`src/sv/vector3_fixed_point_alu_defines.svh`:
```
// Assertion macros for the vector ALU; they sample on clk and are disabled while rst_n is low.
`ifndef VECTOR3_FIXED_POINT_ALU_DEFINES_SVH
`define VECTOR3_FIXED_POINT_ALU_DEFINES_SVH
`ifndef SYNTHESIS
`define V3A_ASSERT_IMP(lbl, ante, cons) \
  lbl: assert property (@(posedge clk) disable iff (!rst_n) (ante) |-> (cons)) \
    else $error("v3alu: implication check failed");
`define V3A_ASSERT_DLY(lbl, ante, dly, cons) \
  lbl: assert property (@(posedge clk) disable iff (!rst_n) (ante) |-> ##(dly) (cons)) \
    else $error("v3alu: latency check failed");
`else
`define V3A_ASSERT_IMP(lbl, ante, cons)
`define V3A_ASSERT_DLY(lbl, ante, dly, cons)
`endif
`endif

```
`src/sv/v3alu_pkg.sv`:
```
`default_nettype none
package v3alu_pkg;

  localparam int SQ_CELLS = 32;
  localparam int QMAX     = 25;

  typedef enum logic [2:0] {
    OP_ADD   = 3'd0,
    OP_SUB   = 3'd1,
    OP_NEG   = 3'd2,
    OP_CROSS = 3'd3,
    OP_SCALE = 3'd4,
    OP_NORM  = 3'd5
  } op_t;

  typedef enum logic [1:0] {
    ST_OK   = 2'd0,
    ST_SAT  = 2'd1,
    ST_ZERO = 2'd2
  } status_t;

  typedef struct packed {
    logic [63:0] n;
    logic [33:0] rem;
    logic [31:0] root;
  } sq_t;

  typedef struct packed {
    logic [31:0]            divisor;
    logic [2:0][31:0]       rem;
    logic [2:0][QMAX-1:0]   quo;
    logic [2:0]             nb;
  } div_t;

  typedef struct packed {
    op_t              op;
    logic [2:0][31:0] r;
    logic             sat;
    logic [2:0][31:0] amag;
    logic [2:0]       asgn;
  } side_t;

  typedef struct packed {
    logic [2:0][31:0] r;
    logic             sat;
    logic             valid;
    logic             zn;
  } res_t;

  function automatic logic [32:0] sat32(input logic signed [65:0] v);
    if (v > 66'sd2147483647) begin
      return {1'b1, 32'h7FFF_FFFF};
    end else if (v < -66'sd2147483648) begin
      return {1'b1, 32'h8000_0000};
    end
    return {1'b0, v[31:0]};
  endfunction

endpackage
`default_nettype wire

```
`src/sv/v3alu_sqrt_cell.sv`:
```
`default_nettype none
module v3alu_sqrt_cell (
  input  logic            clk,
  input  v3alu_pkg::sq_t  d_i,
  output v3alu_pkg::sq_t  q_o
);
  import v3alu_pkg::*;

  logic [35:0] sh;
  logic [35:0] trial;
  sq_t         q_nxt;
  sq_t         q_r;

  always_comb begin
    sh        = {d_i.rem, d_i.n[63:62]};
    trial     = {2'b00, d_i.root, 2'b01};
    q_nxt.n   = {d_i.n[61:0], 2'b00};
    if (sh >= trial) begin
      q_nxt.rem  = 34'(sh - trial);
      q_nxt.root = {d_i.root[30:0], 1'b1};
    end else begin
      q_nxt.rem  = sh[33:0];
      q_nxt.root = {d_i.root[30:0], 1'b0};
    end
  end

  always_ff @(posedge clk) begin
    q_r <= q_nxt;
  end

  assign q_o = q_r;
endmodule
`default_nettype wire

```
`config.mk`:
```
export PLATFORM = sky130hd
export DESIGN_NAME = v3alu_sqrt_cell
export DESIGN_NICKNAME = d
export VERILOG_FILES = /design/src/sv/vector3_fixed_point_alu_defines.svh /design/src/sv/v3alu_pkg.sv /design/src/sv/v3alu_sqrt_cell.sv
export SDC_FILE = /design/constraint.sdc
export NUM_CORES = 1
export LEC_CHECK = 0
export BUFFER_PORTS_ARGS = -buffer_cell sky130_fd_sc_hd__clkbuf_2
export CAP_MARGIN = 20
export CORE_ASPECT_RATIO = 1.2
export CORE_MARGIN = 5
export CORE_UTILIZATION = 40
export CTS_CLUSTER_DIAMETER = 80
export DETAILED_ROUTE_END_ITERATION = 7
export PLACE_DENSITY = 0.81
export SLEW_MARGIN = 20
export SYNTH_ARGS = -nofsm -noshare
export SYNTH_HDL_FRONTEND = slang
export SYNTH_SLANG_ARGS = --single-unit
```
`constraint.sdc`:
```
create_clock -name clk -period 2.3 [get_ports clk]
set_input_delay 0 -clock clk [delete_from_list [all_inputs] [get_ports clk]]
set_output_delay 0 -clock clk [all_outputs]
set_load 0.05 [all_outputs]
```
Word-level counts from Yosys, hierarchy flattened
Index checks and enable logic that the tools add are counted.
- input bits: 131
- output and inout bits: 130
- logic and storage cells: 6
- register bits: 128
- multiplexer cells: 1
- order comparisons: 1
- $add $sub $neg: 1
- operator list (kind ; count):
    two-way mux 66 bit ; 1
    >= comparator 36 x 34 -> 1 bit ; 1
    subtractor 34 bit ; 1

Longest topological paths before layout
- word-level depth: 2
- gate-level depth with buffers: 13
- gate-level depth less buffers: 10

Worst setup path before layout
No wires, ideal clock.
- path kind: input port to flip-flop
- from: input d_i[9] (netlist name)
- to: register q_r (netlist bit q_o[59])
- path slack: 0.180 ns
- data required time: 2.179 ns
- buffers on the path: 0
- arrival: 1.998 ns
- setup time: 0.121 ns
- stages on the path: 10
- cells stage by stage: inv_1 ha_1 a21o_1 a31o_1 a211oi_4 o211ai_2 a21bo_2 mux2i_1 o221ai_1 mux2_4
- RTL lines (item ; RTL line ; source):
    start: declaration ; v3alu_sqrt_cell.sv:4 ; input v3alu_pkg::sq_t d_i,
    end signal: assignment ; v3alu_sqrt_cell.sv:28 ; q_r <= q_nxt;
    end: declaration ; v3alu_sqrt_cell.sv:12 ; sq_t q_r;

==> metrics.txt <==
outcome finished clean; highest routed layer met4; number of DRC markers in iteration 0 266; core box area 0.0125 sq mm; cell count after placement 962; Setup Viol. Count Final 0; Crit Path Category input pin to register; grt total ovfl 0; WHS 0.139 ns; CTS sink count 128; Post-Route WL 20000 um; via count 5456; Power Density 836 mW/mm^2; metal2 WL 10700 um; Crit path required time 2.60 ns; #FFs+latches synth 128; met3 WL post-DR 1450 um; Netlist cell types 62; Post-synth ARST share 0%; max FFs per register 128; Residual DRC 0; top post-synthesis cells by area dfxtp_1 51%, ha_1 8.5%, nand2_1 4.3%; met1 wire length 7180 um; die area 0.0149 sq mm; CP cell instances dlygate4sd3_1, ha_4, a21o_1, buf_4, o21ai_0, a31oi_1, o21ai_0, a21bo_2, mux2i_1, o221ai_1, mux2_4; initial antenna violation count 1; Crit path arrival time 2.59 ns; leakage 4.40 nW; crit end category register; # IOs 261; Starting Density 40.3%; Flop pwr share 33.8%; CP max stage cell dlygate4sd3_1; ys flop type dfxtp_1; Max-cap violations 0; fin. max-slew vios 0; Multi-input gate area 0.00235 sq mm; wire per inst 17.7 um; sw power 0.00265 W; Hold Vio Cnt, Final 0; Area Growth Syn to Fin 76.2%; largest net degree at the start of global routing 50; FP Rows 45; Net Sw Frac 35.7%; top cell type's share of synthesized area 50.9%; Root Driver clkbuf_16; Max Buffers Root-to-Sink 2; vias per inst 4.84; post-synth top area cell dfxtp_1; WP buf/inv 2; Crit path largest cell delay 0.59 ns; maximum VDD drop 526 uV; die width 112 um; first-pass GRT wire length 30500 um; final net count 1114; fraction of the cycle the final worst path needs 99.8%; Fmax 0.436 GHz; final antenna-violating net count 0; Die Y-Extent 133 um; Finished Layout Cells 1128; fill cell total of the finished layout 856; Avg Synthesized Cell Area 9.93 sq um; RSZ-0062 raised after global routing yes; Cell Area, Synth 0.00503 sq mm; vias in the first global route 5782; min-delay worst type input pin to register; total CTS buffers 17; Storage cell area 0.00256 sq mm; CP dominant cell by count o21ai_0; Worst path top cell family by delay compound AO/OA/AOI/OAI gates; EDFF count, synth 0; power consumption 0.00741 W; synthesized instance count 507; Period minus WS final 2.29 ns; GRT Overall Usage 25.8%; global placement routability congestion 0.933; layout cell share with drive strength beyond 1 39.8%; H-tree Lvls 4; CP Launch Type input pin; combinational power share 30.2%; IO buf count 258; top-count cell post-synth dfxtp_1; Worst Path Max Fanout 3; Int Power 0.00476 W; Clock power frac 36.0%; DP HPWL 12800 um; DRT Pass-1 Iters 5; Synth top cells by count 128 x dfxtp_1, 58 x nand2_1, 42 x inv_1; synthesis warning total 0; clock-pin transition on the worst setup and hold timing paths 0.06 ns; Seq/Total Area, Yosys 50.9%; CTS tree yes
## power by group through the flow
stage	Sequential, W	Clock [W]	Combinational (W)
2_1_floorplan	0.00333	0	0.000575
5_1_grt	0.00253	0.00280	0.00236
3_5_place_dp	0.00255	0	0.00197
6_report	0.00251	0.00267	0.00224
4_1_cts	0.00250	0.00271	0.00215
3_3_place_gp	0.00254	0	0.00194
## cells in the final DEF, fill, tap and decap left out, types with 4 or more instances in the layout
cell	count
inv_1	42
buf_4	48
clkbuf_16	18
dlygate4sd3_1	130
inv_6	6
o21ai_1	5
mux2i_1	4
a21o_1	19
nand2_1	57
xnor2_1	14
o21ai_0	39
nand4_1	6
nor3_1	10
ha_1	29
clkbuf_2	257
nor2_1	17
a21oi_1	26
a31oi_1	4
nand2b_1	5
dfxtp_1	128
xor2_1	13
clkinvlp_4	4
nand3_1	4
## cell families (layout without fill, tap and decap cells)
logic type / Yosys count / after routing / share of synthesized area [%]
flops: 128 / 128 / 50.9
xor+xnor: 27 / 27 / 4.70
compound gates: 133 / 133 / 18.5
mux: 5 / 5 / 1.09
fa+ha+maj: 34 / 34 / 8.45
simple gates: 120 / 120 / 11.1
buf+inv: 59 / 513 / 5.12
other cells: 1 / 4 / 0.0745
## tightest hold or removal path: stages
cell      delay (ns)
clkbuf_2        0.09
ha_1            0.20
xnor2_1         0.10
o21ai_0         0.12
## routing by layer
metal	up-vias	global-route usage (%)
li1	2642	-
met1	2536	25.7
met2	238	48.7
met3	40	7.69
met4	0	11.8
met5	-	0
## cell type report
cell class	count	area share, %
Tap cell	164	2.31
Clock buffer	18	4.95
Sequential cell	128	28.9
Clock inverter	14	1.62
Multi-Input combinational cell	321	26.4
Inverter	43	1.85
Antenna cell	2	0.0564
Timing Repair Buffer	438	33.9
## timing repair
item / CTS / global route
gates resized for setup: 0 / 29
buffers inserted: 0 / 2
setup endpoints to repair: 0 / 34
endpoints found under the hold margin: 128 / 0
hold buffers: 130 / 0
## path summary, 6_finish.rpt
path / slack [ns] / start / end / cells after the start
setup / recovery: 0.005 / d_i[46] / q_o[59]$_DFF_P_ / 11
hold / removal: 0.14 / d_i[34] / q_o[36]$_DFF_P_ / 4
## metrics by stage
step                setup TNS (ns)  setup slack [ns]  area (sq um)  utilization [%]
finish                           0           0.00532          8870             71.0
global route                -0.112           -0.0692          8870             70.9
CTS                              0            0.0202          8700             69.6
detailed placement           -2.22            -0.109          6810             54.5
global placement            -0.598           -0.0482          6810             54.5
floorplan                        0             0.180          5040                -
(Power assumes the default switching activity.)
