**src/sv/vector3_fixed_point_alu_defines.svh**
```systemverilog
// Assertion macros for the vector ALU; they sample on clk and are disabled while rst_n is low.
`ifndef VECTOR3_FIXED_POINT_ALU_DEFINES_SVH
`define VECTOR3_FIXED_POINT_ALU_DEFINES_SVH
`ifndef SYNTHESIS
`define V3A_ASSERT_IMP(lbl, ante, cons) \
  lbl: assert property (@(posedge clk) disable iff (!rst_n) (ante) |-> (cons)) \
    else $error("v3alu: implication check failed");
`define V3A_ASSERT_DLY(lbl, ante, dly, cons) \
  lbl: assert property (@(posedge clk) disable iff (!rst_n) (ante) |-> ##(dly) (cons)) \
    else $error("v3alu: latency check failed");
`else
`define V3A_ASSERT_IMP(lbl, ante, cons)
`define V3A_ASSERT_DLY(lbl, ante, dly, cons)
`endif
`endif

```
**src/sv/v3alu_pkg.sv**
```systemverilog
`default_nettype none
package v3alu_pkg;

  localparam int SQ_CELLS = 32;
  localparam int QMAX     = 25;

  typedef enum logic [2:0] {
    OP_ADD   = 3'd0,
    OP_SUB   = 3'd1,
    OP_NEG   = 3'd2,
    OP_CROSS = 3'd3,
    OP_SCALE = 3'd4,
    OP_NORM  = 3'd5
  } op_t;

  typedef enum logic [1:0] {
    ST_OK   = 2'd0,
    ST_SAT  = 2'd1,
    ST_ZERO = 2'd2
  } status_t;

  typedef struct packed {
    logic [63:0] n;
    logic [33:0] rem;
    logic [31:0] root;
  } sq_t;

  typedef struct packed {
    logic [31:0]            divisor;
    logic [2:0][31:0]       rem;
    logic [2:0][QMAX-1:0]   quo;
    logic [2:0]             nb;
  } div_t;

  typedef struct packed {
    op_t              op;
    logic [2:0][31:0] r;
    logic             sat;
    logic [2:0][31:0] amag;
    logic [2:0]       asgn;
  } side_t;

  typedef struct packed {
    logic [2:0][31:0] r;
    logic             sat;
    logic             valid;
    logic             zn;
  } res_t;

  function automatic logic [32:0] sat32(input logic signed [65:0] v);
    if (v > 66'sd2147483647) begin
      return {1'b1, 32'h7FFF_FFFF};
    end else if (v < -66'sd2147483648) begin
      return {1'b1, 32'h8000_0000};
    end
    return {1'b0, v[31:0]};
  endfunction

endpackage
`default_nettype wire

```
**src/sv/v3alu_div_cell.sv**
```systemverilog
`default_nettype none
module v3alu_div_cell (
  input  logic             clk,
  input  v3alu_pkg::div_t  d_i,
  output v3alu_pkg::div_t  q_o
);
  import v3alu_pkg::*;

  logic [32:0] sh [3];
  div_t        q_nxt;
  div_t        q_r;

  always_comb begin
    q_nxt.divisor = d_i.divisor;
    q_nxt.nb      = '0;
    for (int i = 0; i < 3; i++) begin
      sh[i] = {d_i.rem[i], d_i.nb[i]};
      if (sh[i] >= {1'b0, d_i.divisor}) begin
        q_nxt.rem[i] = 32'(sh[i] - {1'b0, d_i.divisor});
        q_nxt.quo[i] = {d_i.quo[i][QMAX-2:0], 1'b1};
      end else begin
        q_nxt.rem[i] = sh[i][31:0];
        q_nxt.quo[i] = {d_i.quo[i][QMAX-2:0], 1'b0};
      end
    end
  end

  always_ff @(posedge clk) begin
    q_r <= q_nxt;
  end

  assign q_o = q_r;
endmodule
`default_nettype wire

```
**config.mk**
```make
export PLATFORM = sky130hd
export DESIGN_NAME = v3alu_div_cell
export DESIGN_NICKNAME = d
export VERILOG_FILES = /design/src/sv/vector3_fixed_point_alu_defines.svh /design/src/sv/v3alu_pkg.sv /design/src/sv/v3alu_div_cell.sv
export SDC_FILE = /design/constraint.sdc
export NUM_CORES = 1
export LEC_CHECK = 0
export BUFFER_PORTS_ARGS = -buffer_cell sky130_fd_sc_hd__buf_2
export CAP_MARGIN = 20
export CORE_AREA = 3 3 158 160
export DETAILED_ROUTE_END_ITERATION = 6
export DIE_AREA = 0 0 161 163
export GPL_TIMING_DRIVEN = 0
export PLACE_DENSITY = 0.73
export SKIP_LAST_GASP = 1
export SLEW_MARGIN = 0
export SYNTH_ARGS = -nofsm -noshare
export SYNTH_HDL_FRONTEND = slang
export SYNTH_SLANG_ARGS = --single-unit
```
**constraint.sdc**
```tcl
create_clock -name clk -period 5.1 [get_ports clk]
set_input_delay 0.51 -clock clk [delete_from_list [all_inputs] [get_ports clk]]
set_output_delay 0.51 -clock clk [all_outputs]
set_load 0.05 [all_outputs]
```
### Word-level counts from Yosys, hierarchy flattened

Index checks and enable logic that the tools add are counted.

* word-level logic and storage cells: 19
* input bits: 207
* flip-flop bits (word level): 203
* output and inout port bits: 206

* mux-type cells: 6
* add/subtract/negate cells: 3
* magnitude comparators: 3

Operator list (count)
* greater-or-equal comparator 33 x 32 -> 1 bit: 3
* two-way mux 32 bit: 3
* subtractor 32 bit: 3
* two-way mux 1 bit: 3

### Depth between registers and ports, before layout

* word-level depth: 2
* gate-level depth with buffers: 14

### Worst setup path before layout

OpenSTA, ideal clock, no wires.

* path type: input -> register
* from: in d_i[0] in the netlist's numbering
* to: reg q_r, in the netlist q_o[106]
* library setup time: 0.123 ns
* cell stages on the path: 12
* path buffers: 0
* path slack: 2.094 ns
* required time: 4.977 ns
* arrival: 2.883 ns
* cell sequence: inv_1 ha_1 fa_1 nand2b_1 a21oi_1 o211ai_1 a21oi_1 a31oi_1 o31ai_1 a31oi_1 xnor2_1 mux2_1

RTL lines
* start, declared: line v3alu_div_cell.sv:4 `input v3alu_pkg::div_t d_i,`
* end signal, assigned: line v3alu_div_cell.sv:29 `q_r <= q_nxt;`
* end, declared: line v3alu_div_cell.sv:11 `div_t q_r;`

==> impl_metrics.json <==
{
  "outcome": "finished, final reports clean",
  "end_kind": "flip-flop",
  "drt_pre_antenna_iters": 5,
  "clockBufferDepth": 3,
  "first_iter_violations": 405,
  "fin_util": 0.580,
  "antenna_left": 0,
  "drv_cap": 0,
  "grt_pass1_wl_um": 55100,
  "seq_area_sq_um": 4060,
  "ir_drop_mv": 0.287,
  "synth-seq-cells": 203,
  "coreArea_sq_um": 23500,
  "tightest_slew_ps": 723,
  "numCtsBuffers": 22,
  "fin_tns_setup_ps": 0,
  "hpwl_um": 30700,
  "power_density_nw_per_um2": 413,
  "cp-start-kind": "primary input",
  "ys.warnings.count": 0,
  "start_util": 0.443,
  "grt_start_max_net_pins": 15,
  "synth_top_cells_by_area": "dfxtp_1 39%, ha_1 12%, a21oi_1 5.0%",
  "gr-total-overflow": 0,
  "fmax_mhz": 298,
  "p_sw_frac": 0.390,
  "portBuffers": 406,
  "crit_path_start": "d_i[190]",
  "fillers": 2194,
  "syn_avg_cell_area_sq_um": 8.87,
  "place_worst_setup_slack_ps": 1340,
  "drc": 0,
  "clockRootBuffer": "clkbuf_16",
  "crit_fanout": 8,
  "grt_pass1_vias": 10300,
  "track_usage": 0.266,
  "multi_input_comb_area_sq_um": 5880,
  "pwr-share-seq": 0.329,
  "yosysMostFrequentCell": "dfxtp_1",
  "hp-start": "d_i[73]",
  "largest_reg_flops": 203,
  "viasPerCell": 5.30,
  "drive_above_1_share": 0.304,
  "netlist_area_sq_um": 10400,
  "pwr-share-clk": 0.306,
  "stdcell_area_sq_um": 13700,
  "crit_end": "q_o[105]$_DFF_P_",
  "ys_seq_area_frac": 0.390,
  "slew_headroom": 0.514,
  "die_w_um": 161,
  "synth_edf_count": 0,
  "cts_sinks": 203,
  "postCtsSetupRepairBufs": 0,
  "arrival_ps": 3750,
  "hold_path.class": "primary input to flip-flop",
  "ctsHoldBuffers": 0,
  "switching_power_mw": 2.20,
  "fin_crit_sh": 0.659,
  "wl_per_cell_um": 19.1,
  "cts_max_level": 1,
  "slew_viol_final": 0,
  "tritoncts": "built",
  "antenna_found_initial": 8,
  "syn_inst": 1175,
  "intPower_mw": 3.44,
  "power_mw": 5.64,
  "ctsResizeCount": 0,
  "area_delta_synth_final_pct": 31.1,
  "die_h_um": 163,
  "synth_area_leader_cell": "dfxtp_1",
  "netlist.area_leader.share": 0.390,
  "finalHoldViolations": 0,
  "required_ps": 5490,
  "io_pins": 413,
  "synthDistinctLibCells": 75,
  "rows": 56,
  "ys_async_sr_fraction": 0,
  "setup_violations": 0,
  "finalCriticalPeriod_ps": 3360,
  "netlist_top_cells_count": "203 x dfxtp_1, 127 x nand2_1, 105 x a21oi_1",
  "nets": 1913,
  "rsz0062_at_grt": "false",
  "drt-total-wl_um": 37100,
  "clk_pin_slew_ps": 70,
  "synthFlopType": "dfxtp_1",
  "p_comb_frac": 0.365,
  "total_leakage_power_nw": 6.66,
  "die_area_sq_um": 26200,
  "place_area_sq_um": 12900,
  "critical_path_class": "primary input to flip-flop",
  "via_count": 10300,
  "worst_slack_ps": 1740,
  "routabilityCongestion": 0.914
}
==> worst min-delay path by stage <==
stage | endpoint | cells past startpoint
final | q_o[74]$_DFF_P_ | 1
after global placement | q_o[11]$_DFF_P_ | 1
after detailed placement | q_o[72]$_DFF_P_ | 1
after global routing | q_o[22]$_DFF_P_ | 1
after CTS | q_o[74]$_DFF_P_ | 1
after floorplan | q_o[10]$_DFF_P_ | 0
==> cell usage in the layout (no fill, tap or decap), types with 5 or more instances in the layout <==
cell,n
a21o_1,35
buf_2,418
o21a_1,14
clkbuf_8,6
nor2b_1,11
inv_1,60
and2_1,5
mux2_2,9
buf_4,5
a211oi_1,7
a21oi_1,105
clkbuf_1,28
nor3_1,14
o21ai_1,9
dfxtp_1,203
nand2b_1,10
nand3_1,25
xor2_1,32
clkbuf_16,23
buf_6,5
nand4_1,20
o21ai_0,93
nand2_1,127
a31oi_1,19
o31ai_1,5
xnor2_1,49
o211ai_1,12
mux2_1,5
and3_1,13
ha_1,96
nor2_1,66
o21bai_1,16
==> power by group through the flow <==
stage	logic [mW]	clock network (mW)	registers, mW
after global routing	2.19	1.82	1.88
after detailed placement	2.05	0	1.89
after CTS	2.06	1.76	1.86
final	2.06	1.73	1.86
after floorplan	0.732	0	2.66
after global placement	2.04	0	1.89
==> area by class of cell <==
cell class / instances / area share
Inverter: 61 / 0.0168
Sequential cell: 203 / 0.297
Buffer: 48 / 0.0185
Clock buffer: 32 / 0.0490
Antenna cell: 2 / 0.000366
Multi-Input combinational cell: 865 / 0.431
Tap cell: 319 / 0.0292
Clock inverter: 8 / 0.00934
Timing Repair Buffer: 406 / 0.149
==> worst max-delay path: stages <==
cell and delay [ps]:
buf_2 90, inv_1 150, ha_1 320, clkbuf_1 340, a21oi_1 170, o21ai_0 330, nor2_1 110, a31oi_1 180
o21ai_0 210, o31ai_1 700, a21oi_1 200, xnor2_1 160, mux2_1 290
==> through the flow <==
stage,instances,hold WS [ps]
2_1_floorplan,1177,538
3_3_place_gp,1902,612
3_5_place_dp,1902,614
4_1_cts,1942,78.4
5_1_grt,1943,76.6
6_report,1944,96.0
==> per-layer routing <==
layer / part of all wire / GRT usage
met1: 0.39 / 0.307
met2: 0.49 / 0.482
met3: 0.083 / 0.0689
met4: 0.031 / 0.0856
met5: 0.0026 / 0
==> cells by family after synthesis <==
group | share of synthesized area
AOI/OAI and AO/OA | 0.226
and+or+nand+nor | 0.133
DFF | 0.390
buffers and inverters | 0.0462
adders and majority gates | 0.121
xor gates and xnor gates | 0.0681
muxes | 0.0161
other | 0.000360
No activity file was read; power rests on OpenSTA's default activity.
